--- src/design/etb_pkg.sv ---
// Shared types and constants of the elimination tree builder.
package etb_pkg;

    localparam int unsigned IDX_W = 10;

    localparam logic ACT_ENTRY = 1'b0;
    localparam logic ACT_CLEAR = 1'b1;

    typedef enum logic [1:0] {
        ST_CLEAR,
        ST_IDLE,
        ST_WALK,
        ST_HOLD
    } t_state;

    typedef struct packed {
        logic [IDX_W-1:0] child;
        logic [IDX_W-1:0] parent;
    } t_result;

endpackage

--- src/design/etb_walk.sv ---
// Sequencer: clearing sweep, ancestor chain walk with path compression.
module etb_walk #(
    parameter int unsigned MAX_NODES = 1024,
    parameter int unsigned AW        = 10,
    parameter int unsigned DW        = 11
) (
    input  logic                          i_clk,
    input  logic                          i_rst_n,
    input  logic                          i_in_valid,
    output logic                          o_in_ready,
    input  logic                          i_action,
    input  logic [etb_pkg::IDX_W-1:0]     i_row,
    input  logic [etb_pkg::IDX_W-1:0]     i_column,
    input  logic                          i_out_free,
    output logic                          o_res_valid,
    output etb_pkg::t_result              o_res,
    output logic                          o_mem_we,
    output logic [AW-1:0]                 o_mem_waddr,
    output logic [DW-1:0]                 o_mem_wdata,
    output logic                          o_mem_re,
    output logic [AW-1:0]                 o_mem_raddr,
    input  logic [DW-1:0]                 i_mem_rdata
);

    localparam logic [DW-1:0] NONE     = DW'(MAX_NODES);
    localparam logic [AW-1:0] LAST_IDX = AW'(MAX_NODES - 1);

    etb_pkg::t_state             r_state, n_state;
    logic [AW-1:0]               r_addr, n_addr;
    logic [etb_pkg::IDX_W-1:0]   r_node, n_node;
    logic [etb_pkg::IDX_W-1:0]   r_col, n_col;
    logic                        in_range;

    always_ff @(posedge i_clk) begin
        if (!i_rst_n) begin
            r_state <= etb_pkg::ST_CLEAR;
            r_addr  <= '0;
        end else begin
            r_state <= n_state;
            r_addr  <= n_addr;
        end
    end

    always_ff @(posedge i_clk) begin
        r_node <= n_node;
        r_col  <= n_col;
    end

    assign in_range = (32'(i_row) < 32'(MAX_NODES)) && (32'(i_column) < 32'(MAX_NODES));

    assign o_res.child  = r_node;
    assign o_res.parent = r_col;

    always_comb begin
        n_state     = r_state;
        n_addr      = r_addr;
        n_node      = r_node;
        n_col       = r_col;
        o_in_ready  = 1'b0;
        o_res_valid = 1'b0;
        o_mem_we    = 1'b0;
        o_mem_waddr = '0;
        o_mem_wdata = '0;
        o_mem_re    = 1'b0;
        o_mem_raddr = '0;
        case (r_state)
            etb_pkg::ST_CLEAR: begin
                o_mem_we    = 1'b1;
                o_mem_waddr = r_addr;
                o_mem_wdata = NONE;
                n_addr      = r_addr + 1'b1;
                if (r_addr == LAST_IDX) begin
                    n_addr  = '0;
                    n_state = etb_pkg::ST_IDLE;
                end
            end
            etb_pkg::ST_IDLE: begin
                o_in_ready = 1'b1;
                if (i_in_valid) begin
                    if (i_action == etb_pkg::ACT_CLEAR) begin
                        n_addr  = '0;
                        n_state = etb_pkg::ST_CLEAR;
                    end else if (in_range && (i_row < i_column)) begin
                        o_mem_re    = 1'b1;
                        o_mem_raddr = AW'(i_row);
                        n_node      = i_row;
                        n_col       = i_column;
                        n_state     = etb_pkg::ST_WALK;
                    end
                end
            end
            etb_pkg::ST_WALK: begin
                // compress the visited node onto the column; the chain only
                // climbs, so the next read never hits the entry written here
                o_mem_we    = 1'b1;
                o_mem_waddr = AW'(r_node);
                o_mem_wdata = DW'(r_col);
                if (i_mem_rdata >= NONE) begin
                    if (i_out_free) begin
                        o_res_valid = 1'b1;
                        n_state     = etb_pkg::ST_IDLE;
                    end else begin
                        n_state = etb_pkg::ST_HOLD;
                    end
                end else if (32'(i_mem_rdata) < 32'(r_col)) begin
                    o_mem_re    = 1'b1;
                    o_mem_raddr = AW'(i_mem_rdata);
                    n_node      = etb_pkg::IDX_W'(i_mem_rdata);
                end else begin
                    n_state = etb_pkg::ST_IDLE;
                end
            end
            etb_pkg::ST_HOLD: begin
                if (i_out_free) begin
                    o_res_valid = 1'b1;
                    n_state     = etb_pkg::ST_IDLE;
                end
            end
            default: begin
                n_state = etb_pkg::ST_IDLE;
            end
        endcase
    end

endmodule

--- config.mk ---
export PLATFORM = sky130hd
export DESIGN_NAME = etb_walk
export DESIGN_NICKNAME = d
export VERILOG_FILES = /design/src/design/etb_pkg.sv /design/src/design/etb_walk.sv
export SDC_FILE = /design/constraint.sdc
export NUM_CORES = 1
export LEC_CHECK = 0
export BUFFER_PORTS_ARGS = -buffer_cell sky130_fd_sc_hd__clkbuf_2
export CELL_PAD_IN_SITES_DETAIL_PLACEMENT = 1
export CELL_PAD_IN_SITES_GLOBAL_PLACEMENT = 1
export CORE_ASPECT_RATIO = 0.75
export CORE_MARGIN = 2
export CORE_UTILIZATION = 36
export DETAILED_ROUTE_END_ITERATION = 6
export PLACE_DENSITY_LB_ADDON = 0.1
export SLEW_MARGIN = 40
export SYNTH_ARGS = -nofsm -noshare
export SYNTH_HDL_FRONTEND = slang
export SYNTH_SLANG_ARGS = --single-unit
--- constraint.sdc ---
create_clock -name i_clk -period 4.1 [get_ports i_clk]
set_clock_uncertainty 0.05 [all_clocks]
set_input_delay 1.025 -clock i_clk [delete_from_list [all_inputs] [get_ports i_clk]]
set_output_delay 1.025 -clock i_clk [all_outputs]
set_load 0.01 [all_outputs]
==> flow_metrics.env <==
export IMPL_fin_crit_sh_pct=94.8
export IMPL_ys_ff_latch=32
export IMPL_synth_top_family_by_area="simple AND/OR/NAND/NOR gates"
export IMPL_initial_core_util_pct=37.6
export IMPL_area_growth_synth_to_final_pct=30.5
export IMPL_ys_seq_area_share_pct=38.0
export IMPL_critPathCaptureType="output pin"
export IMPL_syn_inst=223
export IMPL_cts_tree="yes"
export IMPL_grt_pass1_vias=1932
export IMPL_path_cells="clkbuf_2 -> ha_1 -> a211o_1 -> a21oi_1 -> o21ai_1 -> nand2_1 -> nand2b_1 -> inv_1 -> and2_1 -> buf_4 -> a32o_1 -> clkbuf_2"
export IMPL_required_ps=3020
export IMPL_crit_buf_inv=4
export IMPL_max_clock_freq_mhz=257
export IMPL_rows=24
export IMPL_seq_power_share_pct=44.2
export IMPL_clk_pin_slew_ps=70
export IMPL_fill_cells=729
export IMPL_synth_flop_cell="edfxtp_1"
export IMPL_gr_usage_met3_pct=4.00
export IMPL_track_usage_pct=19.5
export IMPL_netlist_area_leader_share_pct=27.1
export IMPL_avgSynthCellArea_sq_um=9.92
export IMPL_cts_hold_fix_buffers=0
export IMPL_post_cts_setup_buffers=0
export IMPL_slowest_delay_ps=320
export IMPL_ir_worst_vdd_mv=0.120
export IMPL_fin_setup_tns_ps=0
export IMPL_drtIter0Drc=67
export IMPL_grt_pass1_wl_mm=10.1
export IMPL_crit_family="compound AO/OA/AOI/OAI gates"
export IMPL_hold_end="r_state[1]"
export IMPL_pwr_share_clk_pct=35.2
export IMPL_status="complete, no violations"
export IMPL_grt_max_degree=25
export IMPL_p_leak_nw=1.39
export IMPL_core_area_sq_um=5890
export IMPL_syn_area_sq_um=2210
export IMPL_ys_warnings_count=0
export IMPL_combPwrFrac_pct=20.6
export IMPL_rr_endpoint="r_addr[5]"
export IMPL_clockRootBuffer="clkbuf_8"
export IMPL_r2r_start="r_state[1]"
export IMPL_slowest_stage="ha_1"
export IMPL_numCtsBuffers=5
export IMPL_synth_area_leader_cell="edfxtp_1"
export IMPL_num_io_pins=91
export IMPL_die_y_um=71.9
export IMPL_setup_viol=0
export IMPL_met1_usage_pct=27.0
export IMPL_detailed_place_hpwl_mm=5.19
export IMPL_synth_xor_area_share_pct=2.38
export IMPL_hold_path_class="reg -> reg"
export IMPL_max_cap_viol_count=0
export IMPL_vias_per_cell=5.18
export IMPL_wl_per_cell_um=16.2
export IMPL_num_nets_final=378
export IMPL_dr_pass1_iters=4
export IMPL_crit_path_max_fanout=10
export IMPL_synthAdderAreaFrac_pct=13.6
export IMPL_htreeDepth=2
export IMPL_grtUsageMet2_pct=31.0
export IMPL_grt_busiest_layer="met2"
export IMPL_antenna_found_initial=0
export IMPL_synth_simple_area_share_pct=17.5
export IMPL_gr_total_overflow=0
export IMPL_hold_viol_final=0
export IMPL_synth_async_reset_ratio_pct=0
export IMPL_p_int_mw=0.601
export IMPL_synth_compound_area_share_pct=16.6
export IMPL_final_max_slew_viol_count=0
export IMPL_synthMuxAreaShare_pct=6.45
export IMPL_switchingPower_mw=0.240
export IMPL_die_w_um=94.5
export IMPL_port_buffers=90
export IMPL_power_density_nw_per_um2=291
export IMPL_critPathLaunchType="primary input"
export IMPL_drc_errors=0
export IMPL_synth_edff_count=20
export IMPL_fin_crit_ps=3890
export IMPL_routabilityCongestion=0.778
export IMPL_hold_start="r_state[1]"
export IMPL_worstMarginPinSlew_ps=564
export IMPL_reg2reg_slack_ps=1790
export IMPL_die_area_sq_um=6790
export IMPL_antenna_left=0
export IMPL_crit_type="in -> out"
export IMPL_wirelength_mm=6.45
export IMPL_cts_buffer_depth=2
export IMPL_synth_nets=283
export IMPL_vias=2056
export IMPL_ctsResizeCount=0
export IMPL_whs_ps=474
export IMPL_r2r_cells=8
export IMPL_clock_sinks=32
export IMPL_timing_critical_path_mode_cell="clkbuf_2"
export IMPL_yosys_top_cells_area="edfxtp_1 27%, ha_1 14%, dfxtp_1 11%"
export IMPL_switching_share_pct=28.5
export IMPL_p_total_mw=0.841
export IMPL_diodes=0
export IMPL_hold_path_cell_count=2
export IMPL_synthTopCellsByCount="24 x ha_1, 24 x inv_1, 20 x edfxtp_1"
export IMPL_cp_arrival_ps=2810
export IMPL_slew_headroom_pct=62.4
export IMPL_clkLatencyLatePin_ps=290
export IMPL_rsz0062_at_grt="no"
export IMPL_final_layout_size_suffix_gt1_share_pct=37.9
export IMPL_yosysUniqueCellTypes=40
logic make-up after synthesis:
kind of cell               after synthesis
AOI/OAI and AO/OA                       47
and+or+nand+nor                         69
muxes                                   13
xor gates and xnor gates                 6
adders and majority gates               24
DFF                                     32
buffers and inverters                   32
stage by stage:
stage	setup slack, ps	util, %	instance area [sq um]	cells
6_report	214	49.0	2890	397
5_1_grt	73.3	49.0	2890	397
4_1_cts	195	49.0	2880	397
3_5_place_dp	198	47.1	2770	389
3_3_place_gp	282	47.1	2770	389
2_1_floorplan	354	-	2210	223
placed cells by master (no fill, tap or decap), drive strengths merged, types with 7 or more instances in the layout:
cell type	synthesis	final
clkbuf	4	97
mux2	10	10
and2	12	12
nand3	7	7
nand2	11	11
nand2b	7	7
dfxtp	12	12
edfxtp	20	20
nor2	11	11
a32o	10	10
ha	24	24
a21oi	8	8
a22o	10	10
inv	24	24
worst max path at each step:
| stage | from | to | depth (start not counted) |
|---|---|---|---|
| after detailed placement | i_column[3] | o_mem_raddr[9] | 13 |
| after global routing | i_mem_rdata[4] | o_mem_raddr[5] | 9 |
| final | i_row[3] | o_mem_raddr[9] | 12 |
| after CTS | i_column[3] | o_mem_raddr[9] | 13 |
| after global placement | i_row[3] | o_mem_raddr[9] | 12 |
| after floorplan | i_column[3] | o_mem_raddr[0] | 11 |
tightest hold or removal path, stage by stage, from the launching register on:
cell	delay (ps)
dfxtp_1	350
nand2_1	70
mux2i_1	60
cell type report:
type	count	area, sq um	share of cell area (%)
clock buffer	7	108	3.73
clock inverter	1	3.75	0.130
inverter	24	90.1	3.12
multi-input combinational	159	1250	43.3
sequential	32	841	29.1
tap	78	97.6	3.38
timing repair buffer	96	495	17.2
routing by layer:
metal	routed length, um	share of wire [%]
met1	3180	49
met4	59	0.91
met2	2920	45
met3	289	4.5
met5	0	0
sequential cells by signal, summed over array words and instances, names as in the netlist:
register	cells
r_col	10
r_addr	10
r_state	2
r_node	10
power groups by stage:
stage               registers, mW  logic [mW]  clock network [mW]
finish                      0.372       0.173               0.296
global route                0.373       0.195               0.317
CTS                         0.372       0.174               0.300
detailed placement          0.379       0.174                   0
global placement            0.377       0.169                   0
floorplan                   0.374       0.103                   0
(Power assumes the default switching activity.)
